--- config.mk ---
export PLATFORM = sky130hd
export DESIGN_NAME = windowed_median_reporter_core
export DESIGN_NICKNAME = d
export VERILOG_FILES = /design/src/rtl/core/wmr_pkg.sv /design/src/rtl/core/windowed_median_reporter_core.sv
export SDC_FILE = /design/constraint.sdc
export NUM_CORES = 1
export LEC_CHECK = 0
export BUFFER_PORTS_ARGS = -buffer_cell sky130_fd_sc_hd__buf_2
export CORE_MARGIN = 2
export CORE_UTILIZATION = 40
export DETAILED_ROUTE_END_ITERATION = 10
export PLACE_DENSITY_LB_ADDON = 0.08
export SETUP_SLACK_MARGIN = 0.05
export SLEW_MARGIN = 0
export SYNTH_ARGS = -nofsm -noshare
export SYNTH_HDL_FRONTEND = slang
export SYNTH_SLANG_ARGS = --single-unit
--- constraint.sdc ---
create_clock -name clk -period 3.1 [get_ports clk]
set_clock_uncertainty 0.05 [all_clocks]
set_input_delay 0.155 -clock clk [delete_from_list [all_inputs] [get_ports clk]]
set_output_delay 0.155 -clock clk [all_outputs]
set_load 0.02 [all_outputs]
--- src/rtl/core/wmr_pkg.sv ---
`timescale 1ns / 1ps
// Package for the windowed median reporter core.
// Window geometry, field widths, reset report period, item kind codes and rank constants.
// No dependencies.
package wmr_pkg;

  localparam int WINDOW_SIZE = 16;
  localparam int DATA_W      = 16;
  localparam int IDX_W       = (WINDOW_SIZE > 1) ? $clog2(WINDOW_SIZE) : 1;
  localparam int CNT_W       = $clog2(WINDOW_SIZE + 1);

  // Ranks (0-based) of the two middle values; equal for an odd window.
  localparam int K_LO = (WINDOW_SIZE - 1) / 2;
  localparam int K_HI = WINDOW_SIZE / 2;

  localparam logic [DATA_W-1:0] PERIOD_RESET = 16'd120;

  localparam logic FUNC_READING = 1'b0;
  localparam logic FUNC_TICK    = 1'b1;

endpackage

--- src/rtl/core/windowed_median_reporter_core.sv ---
`timescale 1ns / 1ps
// Windowed median reporter: reading ring in a synchronous memory, tick counter,
// and a rank-select sequencer that emits the window median on request.
// Depends on wmr_pkg.
//
//   channel | signals                          | direction
//   --------+----------------------------------+----------
//   in      | in_valid, in_ready, func, reading | sink
//   out     | out_valid, out_ready, median     | source
//   cfg     | cfg_valid, cfg_ready, cfg_data   | sink
//
// An item that raises no report leaves the core in S_IDLE, so in_ready stays high.
// During a report, for each stored entry the one memory read port sweeps the whole
// ring to rank it (S_RDC, S_LATC, S_SCAN, S_EVAL), then S_DONE loads the median.
// in_ready stays low during the sweep and while a finished median waits for a
// full output register; the output register takes out_ready independently.
// Synchronous reset clears control state; the ring is undefined until written.
module windowed_median_reporter_core
  import wmr_pkg::*;
(
  input  logic              clk,
  input  logic              rst,
  input  logic              in_valid,
  output logic              in_ready,
  input  logic              func,
  input  logic [DATA_W-1:0] reading,
  output logic              out_valid,
  input  logic              out_ready,
  output logic [DATA_W-1:0] median,
  input  logic              cfg_valid,
  output logic              cfg_ready,
  input  logic [DATA_W-1:0] cfg_data
);

  localparam logic [2:0] S_IDLE = 3'd0;
  localparam logic [2:0] S_RDC  = 3'd1;
  localparam logic [2:0] S_LATC = 3'd2;
  localparam logic [2:0] S_SCAN = 3'd3;
  localparam logic [2:0] S_EVAL = 3'd4;
  localparam logic [2:0] S_DONE = 3'd5;

  localparam logic [IDX_W-1:0] LAST_IDX = IDX_W'(WINDOW_SIZE - 1);
  localparam logic [CNT_W-1:0] N_CNT    = CNT_W'(WINDOW_SIZE);
  localparam logic [CNT_W:0]   RANK_LO  = (CNT_W + 1)'(K_LO);
  localparam logic [CNT_W:0]   RANK_HI  = (CNT_W + 1)'(K_HI);

  logic [DATA_W-1:0] mem [0:WINDOW_SIZE-1];
  logic [DATA_W-1:0] rd_data;
  logic              rd_en;
  logic [IDX_W-1:0]  rd_addr;
  logic              wr_en;

  logic [2:0]        state;
  logic [2:0]        state_next;
  logic [DATA_W-1:0] report_period;
  logic [IDX_W-1:0]  write_pos;
  logic              filled;
  logic [DATA_W-1:0] tick_count;
  logic              pending;

  logic [IDX_W-1:0]  cand_idx;
  logic [CNT_W-1:0]  scan_cnt;
  logic              data_vld;
  logic [DATA_W-1:0] cand;
  logic [CNT_W-1:0]  less;
  logic [CNT_W-1:0]  eq;
  logic [DATA_W-1:0] lo_val;
  logic [DATA_W-1:0] hi_val;

  logic              accept;
  logic              pending_next;
  logic              filled_next;
  logic [DATA_W:0]   tick_inc;
  logic [CNT_W:0]    rank_lt;
  logic [CNT_W:0]    rank_le;
  logic [DATA_W:0]   mid_sum;
  logic              out_free;

  assign in_ready  = (state == S_IDLE);
  assign cfg_ready = 1'b1;
  assign accept    = in_valid && in_ready;
  assign wr_en     = accept && (func == FUNC_READING);
  assign tick_inc  = {1'b0, tick_count} + {{DATA_W{1'b0}}, 1'b1};
  assign out_free  = !out_valid || out_ready;

  assign rd_en   = (state == S_RDC) || ((state == S_SCAN) && (scan_cnt < N_CNT));
  assign rd_addr = (state == S_RDC) ? cand_idx : scan_cnt[IDX_W-1:0];

  assign rank_lt = {1'b0, less};
  assign rank_le = {1'b0, less} + {1'b0, eq};
  assign mid_sum = {1'b0, lo_val} + {1'b0, hi_val};

  // Ring memory: one write port, one registered read port. The sweep only
  // starts the cycle after an item's write lands, so no forwarding is needed.
  always_ff @(posedge clk) begin
    if (wr_en) begin
      mem[write_pos] <= reading;
    end
    if (rd_en) begin
      rd_data <= mem[rd_addr];
    end
  end

  always_comb begin
    filled_next  = filled;
    pending_next = pending;
    if (accept) begin
      if (func == FUNC_READING) begin
        if (write_pos == LAST_IDX) begin
          filled_next = 1'b1;
        end
      end else if (tick_inc >= {1'b0, report_period}) begin
        pending_next = 1'b1;
      end
    end
  end

  always_comb begin
    state_next = state;
    unique case (state)
      S_IDLE: begin
        if (accept && pending_next && filled_next) begin
          state_next = S_RDC;
        end
      end
      S_RDC:  state_next = S_LATC;
      S_LATC: state_next = S_SCAN;
      S_SCAN: begin
        if ((scan_cnt == N_CNT) && !data_vld) begin
          state_next = S_EVAL;
        end
      end
      S_EVAL: state_next = (cand_idx == LAST_IDX) ? S_DONE : S_RDC;
      S_DONE: begin
        if (out_free) begin
          state_next = S_IDLE;
        end
      end
      default: state_next = S_IDLE;
    endcase
  end

  // Control state.
  always_ff @(posedge clk) begin
    if (rst) begin
      state         <= S_IDLE;
      report_period <= PERIOD_RESET;
      write_pos     <= '0;
      filled        <= 1'b0;
      tick_count    <= '0;
      pending       <= 1'b0;
      cand_idx      <= '0;
      scan_cnt      <= '0;
      data_vld      <= 1'b0;
      out_valid     <= 1'b0;
    end else begin
      state <= state_next;
      if (cfg_valid && cfg_ready) begin
        report_period <= cfg_data;
      end
      filled <= filled_next;
      // Drop the request once the sweep is launched.
      pending <= pending_next && !(state_next == S_RDC && state == S_IDLE);
      if (wr_en) begin
        write_pos <= (write_pos == LAST_IDX) ? '0 : write_pos + 1'b1;
      end
      if (accept && (func == FUNC_TICK)) begin
        tick_count <= (tick_inc >= {1'b0, report_period}) ? '0 : tick_inc[DATA_W-1:0];
      end
      if (state == S_IDLE) begin
        cand_idx <= '0;
      end else if (state == S_EVAL) begin
        cand_idx <= cand_idx + 1'b1;
      end
      if (state == S_LATC) begin
        scan_cnt <= '0;
        data_vld <= 1'b0;
      end else if (state == S_SCAN) begin
        data_vld <= (scan_cnt < N_CNT);
        if (scan_cnt < N_CNT) begin
          scan_cnt <= scan_cnt + 1'b1;
        end
      end
      if ((state == S_DONE) && out_free) begin
        out_valid <= 1'b1;
      end else if (out_ready) begin
        out_valid <= 1'b0;
      end
    end
  end

  // Rank datapath: count entries below and equal to the candidate, then keep
  // the candidate if its rank span covers a middle position.
  always_ff @(posedge clk) begin
    if (state == S_LATC) begin
      cand <= rd_data;
      less <= '0;
      eq   <= '0;
    end else if ((state == S_SCAN) && data_vld) begin
      if (rd_data < cand) begin
        less <= less + 1'b1;
      end else if (rd_data == cand) begin
        eq <= eq + 1'b1;
      end
    end
    if (state == S_EVAL) begin
      if ((rank_lt <= RANK_LO) && (RANK_LO < rank_le)) begin
        lo_val <= cand;
      end
      if ((rank_lt <= RANK_HI) && (RANK_HI < rank_le)) begin
        hi_val <= cand;
      end
    end
    if ((state == S_DONE) && out_free) begin
      median <= mid_sum[DATA_W:1];
    end
  end

  a_busy_no_pending: assert property (@(posedge clk) disable iff (rst)
    (state != S_IDLE) |-> !pending)
    else $error("report request still pending during median sweep");

  a_busy_filled: assert property (@(posedge clk) disable iff (rst)
    (state != S_IDLE) |-> filled)
    else $error("median sweep started before the ring was filled");

  a_rank_bound: assert property (@(posedge clk) disable iff (rst)
    (state == S_EVAL) |-> (rank_le <= {1'b0, N_CNT}) && (rank_le != '0))
    else $error("candidate rank counts out of range");

  a_done_loads: assert property (@(posedge clk) disable iff (rst)
    (state == S_DONE) && out_free |=> out_valid && (state == S_IDLE))
    else $error("finished median not loaded into output register");

endmodule
; Yosys cells after proc, flatten, opt, wreduce, memory -nomap -nowiden
; Memory sizes are Yosys's and may differ from the RTL's. A register that Yosys moved wholly into a read port is not among the register bits.
; Cells that the tools add are included.
[op_classes]
bitwise_logic = 2
n_reduce_logical = 27
addsub = 8
n_mux = 18
magnitude_cmp = 7
n_eq_ne = 10
[ops]
columns = cell, n
row1 = 3-bit case mux with 6 select lines, 1
row2 = 16-bit by 1-bit adder with 17-bit output (second input constant), 1
row3 = 16-bit by 16-bit adder with 17-bit output, 1
row4 = 17-bit by 16-bit greater-or-equal comparator with 1-bit output, 1
row5 = 16-bit equality test, 1
row6 = 16-bit < comparator, 1
row7 = 16-bit 2-to-1 mux, 1
row8 = 5-bit by 1-bit adder with 5-bit output (second input constant), 3
row9 = 1-bit logical AND, 13
row10 = 3-bit 2-to-1 mux, 4
row11 = 1-bit 2-to-1 mux, 10
row12 = 4-bit by 1-bit adder with 4-bit output (second input constant), 2
row13 = 4-bit equality test (second input constant), 2
row14 = 4-bit 2-to-1 mux, 2
row15 = 2-bit AND reduction, 4
row16 = 5-bit by 5-bit adder with 6-bit output, 1
row17 = 3-bit by 1-bit equality test with 1-bit output (second input constant), 2
row18 = 3-bit by 2-bit equality test with 1-bit output (second input constant), 2
row19 = 3-bit equality test (second input constant), 2
row20 = 3-bit by 6-bit < comparator with 1-bit output (first input constant), 1
row21 = 4-bit by 6-bit < comparator with 1-bit output (first input constant), 1
row22 = 5-bit equality test (second input constant), 1
row23 = 5-bit by 3-bit less-or-equal comparator with 1-bit output (second input constant), 1
row24 = 5-bit by 4-bit less-or-equal comparator with 1-bit output (second input constant), 1
row25 = other kinds (8), 13
[totals]
output_inout_bits = 19
reg_bits = 126
memories = 1
ramBits = 256
wordCells = 89
input_bits = 38
[mem_list]
columns = memory, words, word_bits, rd, rd_clocked_by_memory_dff, wr, line_no
row1 = mem, 16, 16, 1, 1, 1, windowed_median_reporter_core.sv:47  ; logic [DATA_W-1:0] mem [0:WINDOW_SIZE-1];

; Longest topological paths before layout
; Gate-level depths: netlist of the first run.
[logic_depth]
depth_word = 13
ltp_mapped = 14
ltp_nobuf = 13

; Worst setup path before layout of the first run
; No wires, ideal clock.
[synth_timing]
path_type = reg-to-reg
start = reg state[1]
end = mem mem[0][0] (enable)
path_slack_ns = -0.308
period_less_slack_ns = 3.408
path_buffers = 1
required_time_ns = 2.641
setup_time_ns = 0.409
stages_incl_launch_ff = 7
t_arrival_ns = 2.949
cell_sequence = dfxtp_1 > buf_2 > nor3_1 > nand2_1 > nor2_1 > nand2_1 > nor3_1
[synth_between]
elab_chain_cells = 5
[synth_rtl]
columns = element, line_no
row1 = "start, declared", windowed_median_reporter_core.sv:53  ; logic [2:0] state;
row2 = "start signal, assigned", windowed_median_reporter_core.sv:157  ; state <= state_next;
row3 = 3-bit logical NOT, windowed_median_reporter_core.sv:79  ; assign in_ready = (state == S_IDLE);
row4 = net in_ready, windowed_median_reporter_core.sv:24  ; output logic in_ready,
row5 = 1-bit logical AND, windowed_median_reporter_core.sv:81  ; assign accept = in_valid && in_ready;
row6 = 1-bit logical AND, windowed_median_reporter_core.sv:82  ; assign wr_en = accept && (func == FUNC_READING);
row7 = 1-bit 2-to-1 mux, windowed_median_reporter_core.sv:96  ; if (wr_en) begin
row8 = 1-bit 2-to-1 mux (implied by the code), windowed_median_reporter_core.sv:97  ; mem[write_pos] <= reading;
row9 = "end, declared", windowed_median_reporter_core.sv:47
; The timed path passes the listed nets, and every way through them passes these cells.

; Worst setup path after layout of the first run
[layout_timing]
start = reg tick_count[0]
end = reg tick_count[11]
[layout_between]
elab_chain_cells = 3
[layout_rtl]
columns = element, line_no
row1 = "start, declared", windowed_median_reporter_core.sv:58  ; logic [DATA_W-1:0] tick_count;
row2 = "start signal, assigned", windowed_median_reporter_core.sv:168  ; tick_count <= (tick_inc >= {1'b0, report_period}) ? '0 : tick_inc[DATA_W-1:0];
row3 = 16-bit by 1-bit adder with 17-bit output *, windowed_median_reporter_core.sv:83  ; assign tick_inc = {1'b0, tick_count} + {{DATA_W{1'b0}}, 1'b1};
row4 = 17-bit by 16-bit greater-or-equal comparator with 1-bit output, windowed_median_reporter_core.sv:168
row5 = 16-bit 2-to-1 mux *, windowed_median_reporter_core.sv:168
; Every way passes the cells marked *; elsewhere a longest branch is shown, timed or not.
; A chain may end at the register's enable or synchronous reset.

==> reports/metrics.yaml, run 1 <==
outcome:
  status: "complete, no violations"
yosys:
  syn_area_sq_um: 16760
  yosysWarnings: 0
  syn_inst: 1079
  synth_area_leaders: "edfxtp_1 (60%), mux4_2 (8.6%), dfxtp_1 (7.4%)"
  syn_area_per_cell_sq_um: 15.53
  ys_ff_latch: 398
  synth_top_cell_by_area: "edfxtp_1"
  async_reset_ff_share_pct: 0
  synth_edf_count: 336
  synth_most_common_cell: "edfxtp_1"
  synth_fp_nets: 1182
  synth_seq_area_share_pct: 67.61
  synth_common_cells: "edfxtp_1 (336), nor2_1 (73), mux4_2 (64)"
  synth.distinct_cells: 56
  synth_top_area_share_pct: 60.21
  synth_ff_type: "edfxtp_1"
global_route:
  grt_overflow: 0
  grt_pass1_vias: 9797
  antenna_found_initial: 1
  grt_pass1_wl_mm: 56.93
  grt_util_all_layers_pct: 16.93
  grt_max_degree: 37
routing:
  drt-initial-drc-count: 642
  drtPass1Iterations: 5
  num_vias: 9409
  wirelength_mm: 35.77
  wire_per_inst_um: 19.71
  drc: 0
  viasPerCell: 5.184
  antenna_left: 0
die:
  start_util_pct: 40.77
  die_w_um: 208.7
  dieHeight_um: 208.7
  num_rows: 74
  coreArea_sq_um: 41110
  die-area_sq_um: 43550
  io_pins: 57
critical_path:
  worstSetupStartpoint: "tick_count[0]"
  crit_buf_inv: 2
  critPathTopFamily: "compound AO/OA/AOI/OAI gates"
  required_ns: 3.51
  critPathKind: "register to register"
  cp-start-kind: "register"
  max_stage_delay_ns: 0.35
  r2r_start: "tick_count[0]"
  slowest_stage: "dfxtp_2"
  worstPathMaxFanout: 7
  worstPathArrival_ns: 3.41
  crit_path_end_kind: "register"
  path_cells: "ha_4, and4_4, nand4_1, buf_4, nor2_2, xor2_1, ha_2, o211ai_1, o21a_1, o2111ai_2, buf_6, o31ai_1"
final_layout:
  fillCellCount: 3587
  fin_nets: 1351
  antenna_cells: 0
  fin_cells: 1815
  utilization_pct: 49.17
  layout-drive-gt1-share_pct: 25.25
  area_growth_pct: 20.61
cts:
  cts_buffers: 44
  clkLatencyLatePin_ns: 0.56
  root_buffer: "clkbuf_16"
  cts_num_sinks: 398
  cts_tree: "yes"
  h-tree-depth: 2
  path_clk_slew_ns: 0.06
  cts_buffer_depth: 3
timing:
  slew_headroom_pct: 39.97
  timing.final.crit_period_ns: 2.997
  finalSetupViolations: 0
  tightest_slew_ns: 0.8963
  grt_setup_unrepaired: "yes"
  hold_viol: 0
  fmax_ghz: 0.3336
  period_share_pct: 96.69
  slew_viol_final: 0
power_and_ir_drop:
  leakage_nw: 7.294
  power.total_mw: 11.36
  irDropWorstVdd_mv: 0.3949
  p_per_area_nw_per_um2: 562.2
placed_design:
  gp_congestion: 0.8100
  dp.cells: 1683
  port_buffers: 55
  dpl.hpwl_mm: 22.21
worst_hold_path:
  hp-start: "rst"
  hold_class: "input pin to register"
flow_run:
  maxCapViolCount: 0
-- layout make-up --
type / instances / area (sq um) / area share [%]
Clock buffer: 56 / 1230 / 6.085
Tap cell: 532 / 665.6 / 3.293
Sequential cell: 398 / 11340 / 56.12
Timing Repair Buffer: 158 / 1221 / 6.042
Multi-Input combinational cell: 588 / 5299 / 26.22
Inverter: 58 / 217.7 / 1.077
Clock inverter: 25 / 236.5 / 1.170
-- report_power, final --
group          total, mW  leakage (nW)  internal, mW  switching, mW
combinational      0.296          3.05         0.120          0.176
sequential          5.84          3.53          5.82         0.0184
clock               5.23         0.712          3.14           2.09
-- cells by family (layout without fill, tap and decap cells) --
logic type | Yosys count | count (layout) | synth area share, %
compound gates | 160 | 160 | 6.421
xor+xnor | 37 | 37 | 1.934
fa+ha+maj | 65 | 65 | 4.943
buf+inv | 93 | 297 | 2.389
flops | 398 | 398 | 67.61
mux | 82 | 82 | 9.691
other cells | 1 | 1 | 0.02238
simple gates | 243 | 243 | 6.988
-- layout by cell type (no fill, tap or decap), types with 8 or more instances in the layout --
cell type	netlist	final
buf_4	5	60
dfxtp_1	62	55
a21oi_1	33	32
edfxtp_1	336	336
nor2_2	0	14
nand3_1	26	25
clkbuf_16	0	47
ha_1	63	61
mux4_2	64	64
o211ai_1	12	12
o31ai_1	12	10
nand4_1	15	15
dlygate4sd3_1	0	33
nand2_1	62	61
mux2i_1	16	16
xor2_1	16	16
a21o_1	8	8
nor3_1	21	13
inv_1	58	57
o21ai_0	26	16
nor2_1	73	59
xnor2_1	21	18
clkinv_1	0	9
nand2b_1	9	8
a22oi_1	32	32
buf_2	8	55
-- per-layer routing --
layer,vias to the layer above,global-route usage [%],part of all wire (%),wire length (um)
met1,4701,22.42,45,16260
met5,-,0,0.036,13
met4,2,4.926,2.0,733
met2,124,28.99,49,17680
li1,4525,-,-,-
met3,57,2.585,3.0,1078
-- sequential cells by signal, indices dropped and copies added (netlist names) --
signal / count
report_period: 16
filled: 1
data_vld: 1
median: 16
cand_idx: 4
write_pos: 4
hi_val: 16
less: 5
scan_cnt: 5
rd_data: 16
state: 3
tick_count: 16
cand: 16
lo_val: 16
pending: 1
eq: 5
mem: 256
out_valid: 1
-- through the flow --
stage | setup TNS, ns | hold WS [ns] | setup slack, ns | cell area [sq um]
floorplan | 0 | 0.2039 | 0.08272 | 16780
global placement | 0 | 0.3358 | 0.04535 | 18080
detailed placement | -0.02151 | 0.3342 | -0.02151 | 18080
CTS | 0 | 0.01852 | 0.05706 | 19960
global route | -0.4049 | 0.04995 | -0.05115 | 20210
finish | 0 | 0.04157 | 0.1027 | 20210
-- path summary, 6_finish.rpt --
check	end	slack [ns]	cells past startpoint
max	tick_count[11]	0.10	12
min	filled	0.04	3
max reg2reg	tick_count[11]	0.10	12
min reg2reg	cand[9]	0.41	0
-- worst min-delay path, cell delays in order --
cell and delay, ns:
buf_2 0.10, buf_4 0.22, nor2_1 0.12
-- what timing repair did --
item,4_1_cts,5_1_grt
pin swaps,5,16
endpoints found under the setup margin,11,18
resized for setup,3,54
hold buffers,33,0
hold endpoints to repair,273,0
buffers inserted,9,9
(Power assumes the default switching activity.)
==> run 2: changes to the inputs <==
- CORE_ASPECT_RATIO: unset -> 1.5
==> run 2 against run 1 <==
Against the previous run:
- final cell count rose by 0.88%
- clock-buffer cell count fell by 3
- global-route usage rose by 0.15 points
- critical path depth rose by 1
- highest routed layer is now met4
- design area fell by 0.79%
- setup slack improved by 0.00075 ns
- first-iteration DRC count fell by 18%
- critical endpoint is now tick_count[8]
- die area barely moved
- via count rose by 0.28%
- clock power fell by 4.0%
- hold slack got worse by 0.0031 ns
==> reports/metrics.yaml, run 2 (synthesis gave the netlist of run 1 again) <==
outcome:
  status: "complete, no violations"
power_and_ir_drop:
  irDropWorstVdd_mv: 0.4500  # +14%
  leakage_nw: 7.194  # -1.4%
  p_comb_share_pct: 2.6  # about the same
  p_per_area_nw_per_um2: 555.7  # -1.1%
  switching_share_pct: 20.32  # +0.25 points
  power_frac_seq_pct: 52.4  # +1.0 points
  p_switching_mw: 2.264  # -0.72%
  p_clk_share_pct: 45.0  # -1.0 points
  p_int_mw: 8.879  # -2.2%
die:
  die_w_um: 171.1  # -18%
  start_util_pct: 40.66  # -0.11 points
  coreArea_sq_um: 41220  # +0.26%
  io_pins: 57  # unchanged
  num_rows: 91  # +23%
  dieHeight_um: 254.7  # +22%
  die-area_sq_um: 43580  # about the same
global_route:
  grt_pass1_vias: 9680  # -1.2%
  antenna_found_initial: 0  # -1
  grt_overflow: 0  # unchanged
  grt_pass1_wl_mm: 55.37  # -2.7%
  grt_util_all_layers_pct: 17.08  # +0.15 points
  grt_max_degree: 37  # unchanged
final_layout:
  antenna_cells: 0  # unchanged
  largest_reg_flops: 256  # unchanged
  fin_nets: 1342  # -0.67%
  area_growth_pct: 19.65
  fin_area_sq_um: 20050  # -0.79%
  top_register: "mem"
  mostFrequentLayoutCells: "edfxtp_1 (336), mux4_2 (64), nand2_1 (62)"
  layout-drive-gt1-share_pct: 23.49  # -1.8 points
  fillCellCount: 3587  # unchanged
  final_common_cell: "edfxtp_1"
timing:
  slew_viol_final: 0  # unchanged
  fmax_ghz: 0.3337  # about the same
  finalSetupViolations: 0  # unchanged
  slew_headroom_pct: 47.12  # +7.2 points
  grt_setup_unrepaired: "yes"
  setup_tns_ns: 0  # unchanged
  hold_viol: 0  # unchanged
  period_share_pct: 96.66  # about the same
  timing.final.crit_period_ns: 2.997  # -0.0007510 ns
  tightest_slew_ns: 0.7924  # -0.1039 ns
worst_hold_path:
  hold_class: "input pin to register"
  hold_depth: 2  # -1
  hp-start: "rst"
  holdPathEnd: "report_period[1]"
flow_run:
  maxCapViolCount: 0  # unchanged
routing:
  wirelength_mm: 36.64  # +2.4%
  num_vias: 9435  # +0.28%
  drc: 0  # unchanged
  viasPerCell: 5.153  # -0.60%
  drt-initial-drc-count: 524  # -18%
  wire_per_inst_um: 20.01  # +1.5%
  antenna_left: 0  # unchanged
  drtPass1Iterations: 5  # unchanged
cts:
  h-tree-depth: 2  # unchanged
  cts_buffers: 42  # -4.5%
  path_clk_slew_ns: 0.05  # about the same
  cts_buffer_depth: 3  # unchanged
  cts_tree: "yes"
  cts_num_sinks: 398  # unchanged
  root_buffer: "clkbuf_16"
  clkLatencyLatePin_ns: 0.55  # about the same
critical_path:
  critPathKind: "register to register"
  required_ns: 3.51  # about the same
  crit_buf_inv: 1  # -1
  critPathTopFamily: "compound AO/OA/AOI/OAI gates"
  worstPathMaxFanout: 8  # +1
  path_cells: "ha_2, and4_4, nand4_1, nor2_1, xor2_1, ha_1, a211oi_2, o21ai_1, o211ai_1, o21a_1, o2111ai_2, buf_6, o41ai_2"
  slowest_stage: "dfxtp_1"
  crit_path_end_kind: "register"
  reg2reg_to: "tick_count[8]"
  rrSetupSlack_ns: 0.10  # about the same
  cp-start-kind: "register"
  max_stage_delay_ns: 0.33  # -0.02 ns
  worstPathArrival_ns: 3.40  # about the same
  worstRegToRegCells: 13  # +1
  r2r_start: "tick_count[1]"
placed_design:
  dpl-instance-area_sq_um: 18130  # +0.26%
  gp_congestion: 0.7894  # -2.5%
  port_buffers: 55  # unchanged
  dpl.hpwl_mm: 22.93  # +3.3%
-- run 2: layout make-up --
class / count / area (sq um) / area share (%)
clock buffers: 53 / 1134 / 5.653
clock inverters: 25 / 246.5 / 1.229
inverters: 58 / 217.7 / 1.086
multi-input cells: 588 / 5248 / 26.17
flip-flops and latches: 398 / 11330 / 56.53
well taps: 558 / 698.2 / 3.482
repair buffers: 151 / 1174 / 5.853
-- run 2: per-layer routing --
layer	wire length, um	vias up	track usage, %
li1	-	4519	-
met1	14200	4701	18.79
met2	20380	148	33.28
met3	1090	67	2.436
met4	967	0	5.521
met5	0	-	0
-- run 2: per-stage QoR --
step | std cells | total power [mW] | hold WS, ns | setup WS [ns] | util, %
6_report | 1831 | 11.14 | 0.03844 | 0.1035 | 48.65
4_1_cts | 1822 | 11.29 | 0.03882 | 0.06441 | 48.17
2_1_floorplan | 1079 | 6.071 | 0.2039 | 0.08272 | -
5_1_grt | 1831 | 11.54 | 0.05600 | -0.03383 | 48.65
3_5_place_dp | 1710 | 6.200 | 0.3280 | 0.03064 | 43.99
3_3_place_gp | 1710 | 6.194 | 0.3209 | 0.08113 | 43.99
-- run 2: timing repair --
item	CTS	global route
setup endpoints to repair	3	18
hold buffers	33	0
buffers inserted	1	9
hold endpoints to repair	274	0
gates resized for setup	2	32
pin swaps	3	12
-- run 2: worst max-delay path by stage --
stage	start	endpoint	slack, ns	depth (start not counted)
global placement	tick_count[0]	tick_count[2]	0.08	12
finish	tick_count[1]	tick_count[8]	0.10	13
CTS	tick_count[0]	tick_count[8]	0.06	13
floorplan	tick_count[0]	tick_count[10]	0.08	12
detailed placement	tick_count[3]	tick_count[8]	0.03	13
global route	tick_count[1]	tick_count[8]	-0.03	13
-- run 2: power by group through the flow --
stage          Combinational (mW)  Sequential [mW]  Clock [mW]
2_1_floorplan               0.122             5.95           0
6_report                    0.286             5.84        5.02
4_1_cts                     0.282             5.84        5.17
3_5_place_dp                0.248             5.95           0
3_3_place_gp                0.244             5.95           0
5_1_grt                     0.322             5.84        5.38
